[config.mk]
export PLATFORM = sky130hd
export DESIGN_NAME = paged_fixed_slot_allocator_core
export DESIGN_NICKNAME = d
export VERILOG_FILES = /design/src/design/pfsa_pkg.sv /design/src/design/paged_fixed_slot_allocator_core.sv /design/src/design/pfsa_ctrl.sv /design/src/design/pfsa_dp.sv
export SDC_FILE = /design/constraint.sdc
export NUM_CORES = 2
export LEC_CHECK = 0
export BUFFER_PORTS_ARGS = -buffer_cell sky130_fd_sc_hd__buf_2
export CORE_MARGIN = 2
export CORE_UTILIZATION = 40
export CTS_BUF_LIST = sky130_fd_sc_hd__clkbuf_2 sky130_fd_sc_hd__clkbuf_4 sky130_fd_sc_hd__clkbuf_8
export DETAILED_ROUTE_END_ITERATION = 6
export HOLD_SLACK_MARGIN = 0.08
export PLACE_DENSITY = 0.53
export SYNTH_ARGS = -nofsm -noshare
export SYNTH_HDL_FRONTEND = slang
export SYNTH_SLANG_ARGS = --single-unit
export TNS_END_PERCENT = 30
[constraint.sdc]
create_clock -name clk -period 10.58 [get_ports clk]
set_input_delay 2.116 -clock clk [delete_from_list [all_inputs] [get_ports clk]]
set_output_delay 2.116 -clock clk [all_outputs]
set_load 0.05 [all_outputs]
[src/design/pfsa_pkg.sv]
package pfsa_pkg;

  // sizes
  localparam int PAGE_SLOTS     = 16;
  localparam int PAGE_W         = 4;
  localparam int ITEMS_MAX      = 64;
  localparam int IDX_W          = 6;
  localparam int CNT_W          = 7;
  localparam int LEN_W          = 5;
  localparam int OFF_W          = 12;
  localparam int SIZE_W         = 11;
  localparam int CFG_IDX_W      = 1;
  localparam int CFG_DATA_W     = 11;
  localparam int HEADER_BYTES   = 32;
  localparam int SLOT_HDR_BYTES = 8;

  // config reset values
  localparam logic [SIZE_W-1:0] ITEM_SIZE_RST = SIZE_W'(55);
  localparam logic [CNT_W-1:0]  IPP_RST       = CNT_W'(64);

  // config register indexes
  localparam logic [CFG_IDX_W-1:0] REG_ITEM_SIZE      = 1'b0;
  localparam logic [CFG_IDX_W-1:0] REG_ITEMS_PER_PAGE = 1'b1;

  // commands
  localparam logic CMD_ALLOC = 1'b0;
  localparam logic CMD_FREE  = 1'b1;

  typedef enum logic [2:0] {
    ST_ALLOC     = 3'd0,
    ST_ALLOC_NEW = 3'd1,
    ST_FREED     = 3'd2,
    ST_RELEASED  = 3'd3,
    ST_NO_PAGE   = 3'd4,
    ST_BAD_FREE  = 3'd5
  } status_t;

  typedef enum logic [2:0] {
    S_IDLE,
    S_SCAN,
    S_NEW,
    S_FREE,
    S_FIN
  } fsm_t;

  // controller to datapath
  typedef struct packed {
    logic latch;
    logic step;
    logic take;
    logic new_page;
    logic do_free;
    logic finish;
  } ctl_cmd_t;

  // datapath to controller
  typedef struct packed {
    logic list_end;
    logic page_hit;
  } dp_stat_t;

endpackage

[src/design/paged_fixed_slot_allocator_core.sv]
// channel   handshake          payload
// input     start / busy       in_command, in_free_page, in_free_index
// result    out_valid strobe   out_status, out_page, out_index, out_byte_offset,
//                              out_pages_in_use
// config    cfg_we             cfg_index, cfg_data
//
// a free passes through S_FREE and S_FIN; an allocate walks the page list in S_SCAN and
// then takes S_FIN when it lands in the page at list position k (0..15), or goes
// through S_NEW and S_FIN when it must start a page or finds none, after walking the
// whole list of n pages (0..16); the page list is walked one page a cycle, with a
// priority encoder over that page's free map
// busy drops as the result strobe rises, so the next item may be taken at the
// edge that takes the previous result
// synchronous active-low reset; the receiver cannot stall results
module paged_fixed_slot_allocator_core (
  input  logic                                 clk,
  input  logic                                 rst_n,
  // item request
  input  logic                                 start,
  output logic                                 busy,
  input  logic                                 in_command,
  input  logic [pfsa_pkg::PAGE_W-1:0]          in_free_page,
  input  logic [pfsa_pkg::IDX_W-1:0]           in_free_index,
  // result
  output logic                                 out_valid,
  output logic [2:0]                           out_status,
  output logic [pfsa_pkg::PAGE_W-1:0]          out_page,
  output logic [pfsa_pkg::IDX_W-1:0]           out_index,
  output logic [pfsa_pkg::OFF_W-1:0]           out_byte_offset,
  output logic [pfsa_pkg::LEN_W-1:0]           out_pages_in_use,
  // register writes
  input  logic                                 cfg_we,
  input  logic [pfsa_pkg::CFG_IDX_W-1:0]       cfg_index,
  input  logic [pfsa_pkg::CFG_DATA_W-1:0]      cfg_data
);

  // command and status between controller and datapath
  pfsa_pkg::ctl_cmd_t cmd;
  pfsa_pkg::dp_stat_t stat;

  // sequencer: accept, walk the page list, start a page, free, deliver
  pfsa_ctrl u_ctrl (
    .clk        (clk),
    .rst_n      (rst_n),
    .start      (start),
    .in_command (in_command),
    .stat       (stat),
    .cmd        (cmd),
    .busy       (busy)
  );

  // page tables, free maps, page list, offset arithmetic and result registers
  pfsa_dp u_dp (
    .clk              (clk),
    .rst_n            (rst_n),
    .cmd              (cmd),
    .stat             (stat),
    .in_free_page     (in_free_page),
    .in_free_index    (in_free_index),
    .cfg_we           (cfg_we),
    .cfg_index        (cfg_index),
    .cfg_data         (cfg_data),
    .out_valid        (out_valid),
    .out_status       (out_status),
    .out_page         (out_page),
    .out_index        (out_index),
    .out_byte_offset  (out_byte_offset),
    .out_pages_in_use (out_pages_in_use)
  );

endmodule

[src/design/pfsa_ctrl.sv]
module pfsa_ctrl (
  input  logic               clk,
  input  logic               rst_n,
  input  logic               start,
  input  logic               in_command,
  input  pfsa_pkg::dp_stat_t stat,
  output pfsa_pkg::ctl_cmd_t cmd,
  output logic               busy
);

  pfsa_pkg::fsm_t state_r;
  pfsa_pkg::fsm_t state_nxt;

  always_ff @(posedge clk) begin
    if (!rst_n) begin
      state_r <= pfsa_pkg::S_IDLE;
    end else begin
      state_r <= state_nxt;
    end
  end

  always_comb begin
    state_nxt = state_r;
    unique case (state_r)
      pfsa_pkg::S_IDLE: begin
        if (start) begin
          state_nxt = (in_command == pfsa_pkg::CMD_FREE) ? pfsa_pkg::S_FREE : pfsa_pkg::S_SCAN;
        end
      end
      pfsa_pkg::S_SCAN: begin
        if (stat.list_end) begin
          state_nxt = pfsa_pkg::S_NEW;
        end else if (stat.page_hit) begin
          state_nxt = pfsa_pkg::S_FIN;
        end
      end
      pfsa_pkg::S_NEW:  state_nxt = pfsa_pkg::S_FIN;
      pfsa_pkg::S_FREE: state_nxt = pfsa_pkg::S_FIN;
      pfsa_pkg::S_FIN:  state_nxt = pfsa_pkg::S_IDLE;
      default:          state_nxt = pfsa_pkg::S_IDLE;
    endcase
  end

  always_comb begin
    cmd  = '0;
    busy = 1'b1;
    unique case (state_r)
      pfsa_pkg::S_IDLE: begin
        busy      = 1'b0;
        cmd.latch = start;
      end
      pfsa_pkg::S_SCAN: begin
        cmd.take = !stat.list_end && stat.page_hit;
        cmd.step = !stat.list_end && !stat.page_hit;
      end
      pfsa_pkg::S_NEW:  cmd.new_page = 1'b1;
      pfsa_pkg::S_FREE: cmd.do_free  = 1'b1;
      pfsa_pkg::S_FIN:  cmd.finish   = 1'b1;
      default:          busy         = 1'b1;
    endcase
  end

endmodule

[src/design/pfsa_dp.sv]
module pfsa_dp (
  input  logic                                 clk,
  input  logic                                 rst_n,
  input  pfsa_pkg::ctl_cmd_t                   cmd,
  output pfsa_pkg::dp_stat_t                   stat,
  input  logic [pfsa_pkg::PAGE_W-1:0]          in_free_page,
  input  logic [pfsa_pkg::IDX_W-1:0]           in_free_index,
  input  logic                                 cfg_we,
  input  logic [pfsa_pkg::CFG_IDX_W-1:0]       cfg_index,
  input  logic [pfsa_pkg::CFG_DATA_W-1:0]      cfg_data,
  output logic                                 out_valid,
  output logic [2:0]                           out_status,
  output logic [pfsa_pkg::PAGE_W-1:0]          out_page,
  output logic [pfsa_pkg::IDX_W-1:0]           out_index,
  output logic [pfsa_pkg::OFF_W-1:0]           out_byte_offset,
  output logic [pfsa_pkg::LEN_W-1:0]           out_pages_in_use
);

  localparam int NP = pfsa_pkg::PAGE_SLOTS;
  localparam int NI = pfsa_pkg::ITEMS_MAX;
  localparam int PW = pfsa_pkg::PAGE_W;
  localparam int IW = pfsa_pkg::IDX_W;
  localparam int CW = pfsa_pkg::CNT_W;
  localparam int LW = pfsa_pkg::LEN_W;
  localparam int OW = pfsa_pkg::OFF_W;
  localparam int SW = pfsa_pkg::SIZE_W;

  // config
  logic [SW-1:0] item_size_r, item_size_nxt;
  logic [CW-1:0] ipp_r, ipp_nxt;

  // page state
  logic [NP-1:0]          active_r, active_nxt;
  logic [NP-1:0][CW-1:0]  count_r, count_nxt;
  logic [NP-1:0][NI-1:0]  map_r, map_nxt;
  logic [NP-1:0][PW-1:0]  order_r, order_nxt;
  logic [LW-1:0]          len_r, len_nxt;

  // request and walk
  logic [LW-1:0] k_r, k_nxt;
  logic [PW-1:0] req_page_r, req_page_nxt;
  logic [IW-1:0] req_index_r, req_index_nxt;

  // pending result
  pfsa_pkg::status_t res_status_r, res_status_nxt;
  logic [PW-1:0]     res_page_r, res_page_nxt;
  logic [IW-1:0]     res_index_r, res_index_nxt;
  logic              zero_off_r, zero_off_nxt;

  // output registers
  logic          out_valid_r, out_valid_nxt;
  logic [2:0]    out_status_r, out_status_nxt;
  logic [PW-1:0] out_page_r, out_page_nxt;
  logic [IW-1:0] out_index_r, out_index_nxt;
  logic [OW-1:0] out_off_r, out_off_nxt;
  logic [LW-1:0] out_len_r, out_len_nxt;

  // scan helpers
  logic [CW-1:0] slots_n;
  logic [NI-1:0] slot_mask;
  logic [PW-1:0] cur_page;
  logic [NI-1:0] cur_free;
  logic [IW-1:0] low_idx;

  // new page helpers
  logic [PW-1:0] first_idle;
  logic          any_idle;

  // free helpers
  logic          free_bad;
  logic [NP-1:0] match;
  logic [NP-1:0] at_or_after;
  logic [NP-1:0][PW-1:0] order_del;

  // offset
  logic [OW-1:0]      stride;
  logic [OW+IW-1:0]   prod;

  // effective slots per page, clamped to 1..ITEMS_MAX
  always_comb begin
    if (ipp_r == '0) begin
      slots_n = CW'(1);
    end else if (ipp_r > CW'(NI)) begin
      slots_n = CW'(NI);
    end else begin
      slots_n = ipp_r;
    end
    if (slots_n >= CW'(NI)) begin
      slot_mask = '1;
    end else begin
      slot_mask = (NI'(1) << slots_n) - NI'(1);
    end
  end

  // one listed page per cycle
  assign cur_page = order_r[k_r[PW-1:0]];
  assign cur_free = map_r[cur_page] & slot_mask;

  always_comb begin
    low_idx = '0;
    for (int i = NI - 1; i >= 0; i--) begin
      if (cur_free[i]) begin
        low_idx = IW'(i);
      end
    end
  end

  assign stat.list_end = (k_r >= len_r);
  assign stat.page_hit = (count_r[cur_page] < slots_n) && (|cur_free);

  always_comb begin
    first_idle = '0;
    any_idle   = 1'b0;
    for (int p = NP - 1; p >= 0; p--) begin
      if (!active_r[p]) begin
        first_idle = PW'(p);
        any_idle   = 1'b1;
      end
    end
  end

  assign free_bad = !active_r[req_page_r] || map_r[req_page_r][req_index_r] ||
                    (count_r[req_page_r] == '0);

  // unlink: entries at and after the freed page move down by one
  always_comb begin
    for (int k = 0; k < NP; k++) begin
      match[k] = (order_r[k] == req_page_r) && (LW'(k) < len_r);
    end
    for (int k = 0; k < NP; k++) begin
      at_or_after[k] = |(match & (NP'({NP{1'b1}}) >> (NP - 1 - k)));
    end
    for (int k = 0; k < NP; k++) begin
      if (at_or_after[k] && (k < NP - 1)) begin
        order_del[k] = order_r[(k + 1) % NP];
      end else begin
        order_del[k] = order_r[k];
      end
    end
  end

  assign stride = OW'(item_size_r) + OW'(pfsa_pkg::SLOT_HDR_BYTES);
  assign prod   = res_index_r * stride;

  always_comb begin
    item_size_nxt  = item_size_r;
    ipp_nxt        = ipp_r;
    active_nxt     = active_r;
    count_nxt      = count_r;
    map_nxt        = map_r;
    order_nxt      = order_r;
    len_nxt        = len_r;
    k_nxt          = k_r;
    req_page_nxt   = req_page_r;
    req_index_nxt  = req_index_r;
    res_status_nxt = res_status_r;
    res_page_nxt   = res_page_r;
    res_index_nxt  = res_index_r;
    zero_off_nxt   = zero_off_r;
    out_valid_nxt  = cmd.finish;
    out_status_nxt = out_status_r;
    out_page_nxt   = out_page_r;
    out_index_nxt  = out_index_r;
    out_off_nxt    = out_off_r;
    out_len_nxt    = out_len_r;

    if (cfg_we) begin
      unique case (cfg_index)
        pfsa_pkg::REG_ITEM_SIZE:      item_size_nxt = cfg_data[SW-1:0];
        pfsa_pkg::REG_ITEMS_PER_PAGE: ipp_nxt       = cfg_data[CW-1:0];
        default:                      ipp_nxt       = ipp_r;
      endcase
    end

    if (cmd.latch) begin
      req_page_nxt  = in_free_page;
      req_index_nxt = in_free_index;
      k_nxt         = '0;
    end

    if (cmd.step) begin
      k_nxt = k_r + LW'(1);
    end

    if (cmd.take) begin
      map_nxt[cur_page][low_idx] = 1'b0;
      count_nxt[cur_page]        = count_r[cur_page] + CW'(1);
      res_status_nxt             = pfsa_pkg::ST_ALLOC;
      res_page_nxt               = cur_page;
      res_index_nxt              = low_idx;
      zero_off_nxt               = 1'b0;
    end

    if (cmd.new_page) begin
      res_index_nxt = '0;
      if (any_idle) begin
        active_nxt[first_idle] = 1'b1;
        count_nxt[first_idle]  = CW'(1);
        map_nxt[first_idle]    = {{(NI-1){1'b1}}, 1'b0};
        for (int k = 1; k < NP; k++) begin
          order_nxt[k] = order_r[k - 1];
        end
        order_nxt[0] = first_idle;
        if (len_r < LW'(NP)) begin
          len_nxt = len_r + LW'(1);
        end
        res_status_nxt = pfsa_pkg::ST_ALLOC_NEW;
        res_page_nxt   = first_idle;
        zero_off_nxt   = 1'b0;
      end else begin
        res_status_nxt = pfsa_pkg::ST_NO_PAGE;
        res_page_nxt   = '0;
        zero_off_nxt   = 1'b1;
      end
    end

    if (cmd.do_free) begin
      res_page_nxt  = req_page_r;
      res_index_nxt = req_index_r;
      if (free_bad) begin
        res_status_nxt = pfsa_pkg::ST_BAD_FREE;
        zero_off_nxt   = 1'b1;
      end else begin
        zero_off_nxt                      = 1'b0;
        map_nxt[req_page_r][req_index_r]  = 1'b1;
        count_nxt[req_page_r]             = count_r[req_page_r] - CW'(1);
        if (count_r[req_page_r] == CW'(1)) begin
          active_nxt[req_page_r] = 1'b0;
          order_nxt              = order_del;
          len_nxt                = len_r - LW'(1);
          res_status_nxt         = pfsa_pkg::ST_RELEASED;
        end else begin
          res_status_nxt = pfsa_pkg::ST_FREED;
        end
      end
    end

    if (cmd.finish) begin
      out_status_nxt = 3'(res_status_r);
      out_page_nxt   = res_page_r;
      out_index_nxt  = res_index_r;
      out_len_nxt    = len_r;
      if (zero_off_r) begin
        out_off_nxt = '0;
      end else begin
        out_off_nxt = prod[OW-1:0] +
                      OW'(pfsa_pkg::HEADER_BYTES + pfsa_pkg::SLOT_HDR_BYTES);
      end
    end
  end

  always_ff @(posedge clk) begin
    if (!rst_n) begin
      item_size_r <= pfsa_pkg::ITEM_SIZE_RST;
      ipp_r       <= pfsa_pkg::IPP_RST;
      active_r    <= '0;
      count_r     <= '0;
      len_r       <= '0;
      k_r         <= '0;
      out_valid_r <= 1'b0;
    end else begin
      item_size_r <= item_size_nxt;
      ipp_r       <= ipp_nxt;
      active_r    <= active_nxt;
      count_r     <= count_nxt;
      len_r       <= len_nxt;
      k_r         <= k_nxt;
      out_valid_r <= out_valid_nxt;
    end
  end

  always_ff @(posedge clk) begin
    map_r        <= map_nxt;
    order_r      <= order_nxt;
    req_page_r   <= req_page_nxt;
    req_index_r  <= req_index_nxt;
    res_status_r <= res_status_nxt;
    res_page_r   <= res_page_nxt;
    res_index_r  <= res_index_nxt;
    zero_off_r   <= zero_off_nxt;
    out_status_r <= out_status_nxt;
    out_page_r   <= out_page_nxt;
    out_index_r  <= out_index_nxt;
    out_off_r    <= out_off_nxt;
    out_len_r    <= out_len_nxt;
  end

  assign out_valid        = out_valid_r;
  assign out_status       = out_status_r;
  assign out_page         = out_page_r;
  assign out_index        = out_index_r;
  assign out_byte_offset  = out_off_r;
  assign out_pages_in_use = out_len_r;

endmodule

; After elaboration in Yosys (flattened, before gate mapping)
; Index checks and enable logic that the tools add are counted.
[classes]
n_eq_ne = 38
n_lt_le_gt_ge = 31
n_mux = 207
addsub = 8
shifts = 1
n_bitwise = 14
reduce_logical = 52
n_mul = 1
[ops]
columns = op, count
row1 = $mux 1024, 5
row2 = $and 1024x1024->1024, 1
row3 = $not 1024->1024, 1
row4 = $or 1024x1024->1024, 1
row5 = $or 1008x1008->1008, 1
row6 = $demux 64 s4, 3
row7 = $mux 64, 11
row8 = $mux 112, 5
row9 = $bmux 64 s4, 2
row10 = $mux 6, 67
row11 = $bwmux 112, 2
row12 = $mux 4, 36
row13 = $and 96x96->96, 1
row14 = $not 96->96, 1
row15 = $demux 7 s4, 3
row16 = $mux 16, 5
row17 = $and 64x64->64, 1
row18 = $reduce_or 64->1, 1
row19 = $shl 1x7->64 const A, 1
row20 = $sub 64x2->64 const B, 1
row21 = $eq 4x4->1, 15
row22 = $ne 4x2->1 const B, 15
row23 = $bmux 7 s4, 2
row24 = $mux 7, 7
row25 = 63 further kinds, 164
[word_totals]
output_inout_bits = 32
in_bits = 27
register_bits = 1302
wordCells = 418

; Depth between registers and ports, before layout
[depth]
word_depth = 86
depth_mapped = 28
mapped_depth_nobuf = 19

; Hierarchy
; Synthesis repeated with hierarchy kept, for this count alone.
[unflattened]
hier_cells = 10914
hier_area_um2 = 86207.7
[by_module_without_submodules]
columns = module, cells_each, seq_area_each_um2, n_inst, area_each_um2
row1 = pfsa_dp, 10890, 27156.0, 1, 86003.7
row2 = pfsa_ctrl, 24, 60.1, 1, 203.9

; Worst setup path after synthesis
; OpenSTA, ideal clock, no wires.
[synth_path]
path_kind = register to register
from = reg u_dp.req_page_r[0]
to = reg u_dp.order_r[56] (netlist name), enable pin
setup_time_ns = 0.293
required_time_ns = 10.287
period_less_slack_ns = 5.917
path_slack_ns = 4.663
n_path_buf = 5
stages_incl_launch_ff = 21
arrival_ns = 5.625
cell_sequence = edfxtp_1 clkbuf_1 buf_2 buf_1 buf_2 clkbuf_1 mux4_2 mux2i_1 nand2_1 o21ai_0 ha_1 and3_1 nand2_1 nand4b_1 nand4b_1 nor3_1 o211ai_1 nor3_1 nand2_1 a21oi_1 o211ai_1
[synth_via]
elab_chain_len = 7
word_cells_on_any_way = 45
classes_between = 17 x eq/ne / 8 x mux / 20 x reduce/logical
[synth_lines]
columns = item, line_no
row1 = from (decl), pfsa_dp.sv:41  ; logic [PW-1:0] req_page_r, req_page_nxt;
row2 = from (signal assigned), pfsa_dp.sv:275  ; req_page_r <= req_page_nxt;
row3 = $bmux 64 s4, pfsa_dp.sv:122  ; assign free_bad = !active_r[req_page_r] || map_r[req_page_r][req_index_r] ||
row4 = $mux 64 (implied by the code), pfsa_dp.sv:122
row5 = $bmux 1 s6, pfsa_dp.sv:122
row6 = $mux 1 (implied by the code), pfsa_dp.sv:122
row7 = $logic_or 1x1->1 (2 in series), pfsa_dp.sv:122
row8 = $ne 4x2->1 (no line) (*), --
row9 = to (signal assigned), pfsa_dp.sv:274  ; order_r <= order_nxt;
row10 = to (decl), pfsa_dp.sv:36  ; logic [NP-1:0][PW-1:0] order_r, order_nxt;
; Every way passes the cells marked *; elsewhere a longest branch is shown, timed or not. The select of a mux whose other input is x is not followed.
; A chain may end at the register's enable or synchronous reset.

==> out/summary.txt <==
=================================================================================
Outcome                                                              finished, violations left
Violations in the final reports                                      DRC, capacitance limit, slew limit
R2R Setup Slk                                                             1.21 ns
Ratio of total power to cell area                                    178.3 nW/µm²
CORE AREA                                                             195,200 µm²
Height of the die                                                        447.7 µm
Final setup violation count                                                     0
P_leak                                                                 0.03707 µW
Violation count after the first detailed-route iteration                   14,670
Crit-path max FO                                                               64
Net count of the mapped netlist                                             9,671
Netlist area before placement                                          78,740 µm²
Vias after detailed routing                                                83,440
Final Wtd Congestion                                                        1.034
Placed wire-length estimate after detailed placement                   243,300 µm
Setup repair after global routing missed its margin                         false
TritonCTS clock tree                                                         done
Setup CP Type                                                        flip-flop to flip-flop
Cts hold-fix bufs                                                               0
Top cells by area in the synthesized netlist                         sky130_fd_sc_hd__dfxtp_1 30%, sky130_fd_sc_hd__mux4_2 13%, sky130_fd_sc_hd__o21ai_0 11%, sky130_fd_sc_hd__a21oi_1 5.9%, sky130_fd_sc_hd__edfxtp_1 4.5%
Input/output buffers                                                           58
Setup Fix Bufs, Post-CTS                                                        0
Clock tree buffer depth                                                         3
Shortest clock period the worst path allows after layout                 9.370 ns
Hold violation total from the final report                                      0
Async set-or-reset flop fraction in the synthesized netlist                    0%
Number of antenna violations at the first check in global routing              35
Most used standard cells in the synthesized netlist                  1,788 x sky130_fd_sc_hd__o21ai_0, 1,184 x sky130_fd_sc_hd__dfxtp_1, 923 x sky130_fd_sc_hd__a21oi_1
Placement Rows                                                                162
Required time of the critical path                                       11.51 ns
Max frequency                                                          0.1067 GHz
Post-Synth Simple-Gate Area                                                10.47%
Fraction of layout cells with a size suffix above 1                        14.43%
Post-detailed-route count of antenna-violating nets                             0
Number of iterations in the first detailed-routing pass                         7
Library cell with the largest summed area after synthesis            sky130_fd_sc_hd__dfxtp_1
VDD IR-drop max                                                         0.1602 mV
Number of top-level pins                                                       59
Number of design rule violations left after detail routing                      4
Total number of H-tree levels                                                   4
Type of the most critical hold path                                  flip-flop to flip-flop
Skew-Pair Late Insertion Delay                                            1.08 ns
Gates resized, CTS repair                                                       0
Worst setup path startpoint                                           u_dp.k_r[0]
Maximum capacitance violations                                                  3
YS warnings                                                                     0
Drt total wl                                                           407,900 µm
Horizontal die dimension                                                 447.7 µm
Final routed wire length divided by cell count                           33.79 µm
Combinational family with the most area after synthesis              compound AO/OA/AOI/OAI gates
Adder and majority cell fraction of the synthesized area                   1.382%
Nets                                                                        9,322
FF+latch count, synth                                                       1,301
Max-slew violations                                                             5
Xor/xnor share of the synthesized area                                     1.146%
Crit path capture type                                                  flip-flop
Worst flop-to-flop path startpoint                                    u_dp.k_r[0]
Full die area                                                         200,400 µm²
Critical Path AT                                                         10.30 ns
Clock tree root buffer cell                                          sky130_fd_sc_hd__clkbuf_8
Largest net degree at the start of global routing                             103
Count leader, synth                                                  sky130_fd_sc_hd__o21ai_0
Synth unique cells                                                            100
Setup TNS after final layout                                                 0 ns
Starting utilization of the core area                                      40.34%
Final-layout worst hold slack                                           0.4330 ns
Worst Setup Slack, final                                                 1.210 ns
DR vias/cell                                                                6.912
Register clock-pin slew on the reported worst setup and hold paths        0.06 ns
Max Clock Skew                                                          0.1024 ns
Fraction of the yosys area taken by sequential cells                       34.57%
Crit start category                                                     flip-flop
Worst-margin pin slew                                                    1.618 ns
Most frequently used flop master after synthesis                     sky130_fd_sc_hd__dfxtp_1
Vias in the first global route                                             76,020
Number of clock sinks                                                       1,301
Global-route wire length before repair                                 569,100 µm
Average cell area after synthesis                                       8.223 µm²
Total GRT Usage                                                            39.16%
Filler Cells Inserted                                                      19,250
Synth-to-Final Area Change                                                 10.06%
Synth Area in Compound Gates                                               29.14%
Total clock buffers created by CTS                                            234
Final Cycle Share                                                          88.56%
Share of the core filled with cells in the final layout                    44.40%
Pre-CTS setup slack                                                      1.726 ns
Number of synthesized flops with an enable pin                                117
Area fraction of the dominant cell type after synthesis                    30.10%
Multiplexer share of the synthesized area                                  14.63%
Final global-route overflow total                                               0
Synthesized netlist cell count                                              9,575
Hold path startpoint                                                 u_dp.res_status_r[0]
Max-slew headroom                                                         -9.360%
=================================================================================
-- registers in the layout, indices dropped and copies added (netlist names), 4 cells and up --
signal	count
u_dp.res_page_r	4
u_dp.order_r	60
u_dp.count_r	112
u_dp.out_byte_offset	12
u_dp.req_index_r	6
u_dp.k_r	5
u_dp.out_pages_in_use	5
u_dp.req_page_r	4
u_dp.active_r	16
u_dp.out_index	6
u_dp.out_page	4
u_dp.item_size_r	11
u_dp.len_r	5
u_dp.ipp_r	7
u_dp.order_del	4
u_dp.map_r	1024
u_dp.res_index_r	6
-- logic make-up after synthesis --
kind of cell / count (synthesis)
AO/OA/AOI/OAI: 3940
AND/OR/NAND/NOR: 1829
buffers and inverters: 1734
flip-flops: 1301
multiplexers: 598
XOR/XNOR: 103
adder cells (fa/ha/maj): 69
other: 1
-- worst max-delay path: stages (launching register included) --
cell and delay, ns:
sky130_fd_sc_hd__dfxtp_1 1.08, sky130_fd_sc_hd__mux4_2 0.64, sky130_fd_sc_hd__mux4_2 0.76, sky130_fd_sc_hd__inv_1 0.47, sky130_fd_sc_hd__buf_4 0.37, sky130_fd_sc_hd__nand2_2 0.41, sky130_fd_sc_hd__buf_4 0.47, sky130_fd_sc_hd__o221ai_1 0.25
sky130_fd_sc_hd__nor3_1 0.09, sky130_fd_sc_hd__buf_4 0.20, sky130_fd_sc_hd__nor4b_1 1.34, sky130_fd_sc_hd__o2111ai_1 0.19, sky130_fd_sc_hd__a31o_2 0.30, sky130_fd_sc_hd__a31o_2 0.28, sky130_fd_sc_hd__o21bai_4 0.36, sky130_fd_sc_hd__buf_4 0.43
sky130_fd_sc_hd__nor3_4 0.91, sky130_fd_sc_hd__buf_12 0.36, sky130_fd_sc_hd__o21ai_0 0.16
-- through the flow --
step / power [µW] / instances / area, µm²
global route: 15760 / 12050 / 86610
detailed placement: 9941 / 11610 / 81480
floorplan: 8001 / 9575 / 78740
finish: 15450 / 12070 / 86660
CTS: 15160 / 12040 / 86590
global placement: 9916 / 11610 / 81480
-- power breakdown --
part	leakage [µW]	switching [µW]	internal (µW)	total, µW
clock	0.00272	2430	2900	5330
combinational	0.0235	3610	1290	4890
sequential	0.0109	133	5100	5230
total	0.0371	6170	9290	15500
-- final timing paths --
path	end	cells past startpoint
max	u_dp.map_r[784]	18
min	u_dp.out_status[0]	0
max reg2reg	u_dp.map_r[784]	18
min reg2reg	u_dp.out_status[0]	0
-- metal layers --
layer,global-route usage [%],vias up,wire [µm]
li1,-,34270,-
met1,50.01,40360,150600
met2,55.51,7091,168400
met3,14.45,1695,60360
met4,24.57,20,28220
met5,0.4640,-,254
-- cell usage in the layout, fill, tap and decap left out, types with 38 or more instances in the layout --
cell and count:
sky130_fd_sc_hd__a211oi_1 149, sky130_fd_sc_hd__a21oi_1 913, sky130_fd_sc_hd__a22oi_1 61, sky130_fd_sc_hd__a311oi_1 120, sky130_fd_sc_hd__a31oi_1 159, sky130_fd_sc_hd__and2_1 38, sky130_fd_sc_hd__and3_1 69, sky130_fd_sc_hd__buf_2 58
sky130_fd_sc_hd__buf_4 204, sky130_fd_sc_hd__clkbuf_4 94, sky130_fd_sc_hd__clkbuf_8 296, sky130_fd_sc_hd__dfxtp_1 1182, sky130_fd_sc_hd__edfxtp_1 117, sky130_fd_sc_hd__ha_1 39, sky130_fd_sc_hd__inv_1 857, sky130_fd_sc_hd__mux2_2 45
sky130_fd_sc_hd__mux2i_1 114, sky130_fd_sc_hd__mux4_2 438, sky130_fd_sc_hd__nand2_1 804, sky130_fd_sc_hd__nand3_1 151, sky130_fd_sc_hd__nor2_1 376, sky130_fd_sc_hd__nor3_1 127, sky130_fd_sc_hd__o211ai_1 130, sky130_fd_sc_hd__o21ai_0 1788
sky130_fd_sc_hd__o21ai_1 129, sky130_fd_sc_hd__o22a_1 131, sky130_fd_sc_hd__o22ai_1 47, sky130_fd_sc_hd__o311ai_0 59, sky130_fd_sc_hd__xnor2_1 67
-- cell type report --
type	count	area, µm²	share of cell area (%)
sequential	1301	27220	31.41
multi-input combinational	6540	45450	52.45
clock inverter	40	327.8	0.3783
timing repair buffer	285	2282	2.634
inverter	864	3243	3.742
clock buffer	390	4780	5.516
tap	2624	3283	3.789
antenna	27	67.56	0.07797
No activity file was read; power rests on OpenSTA's default activity.
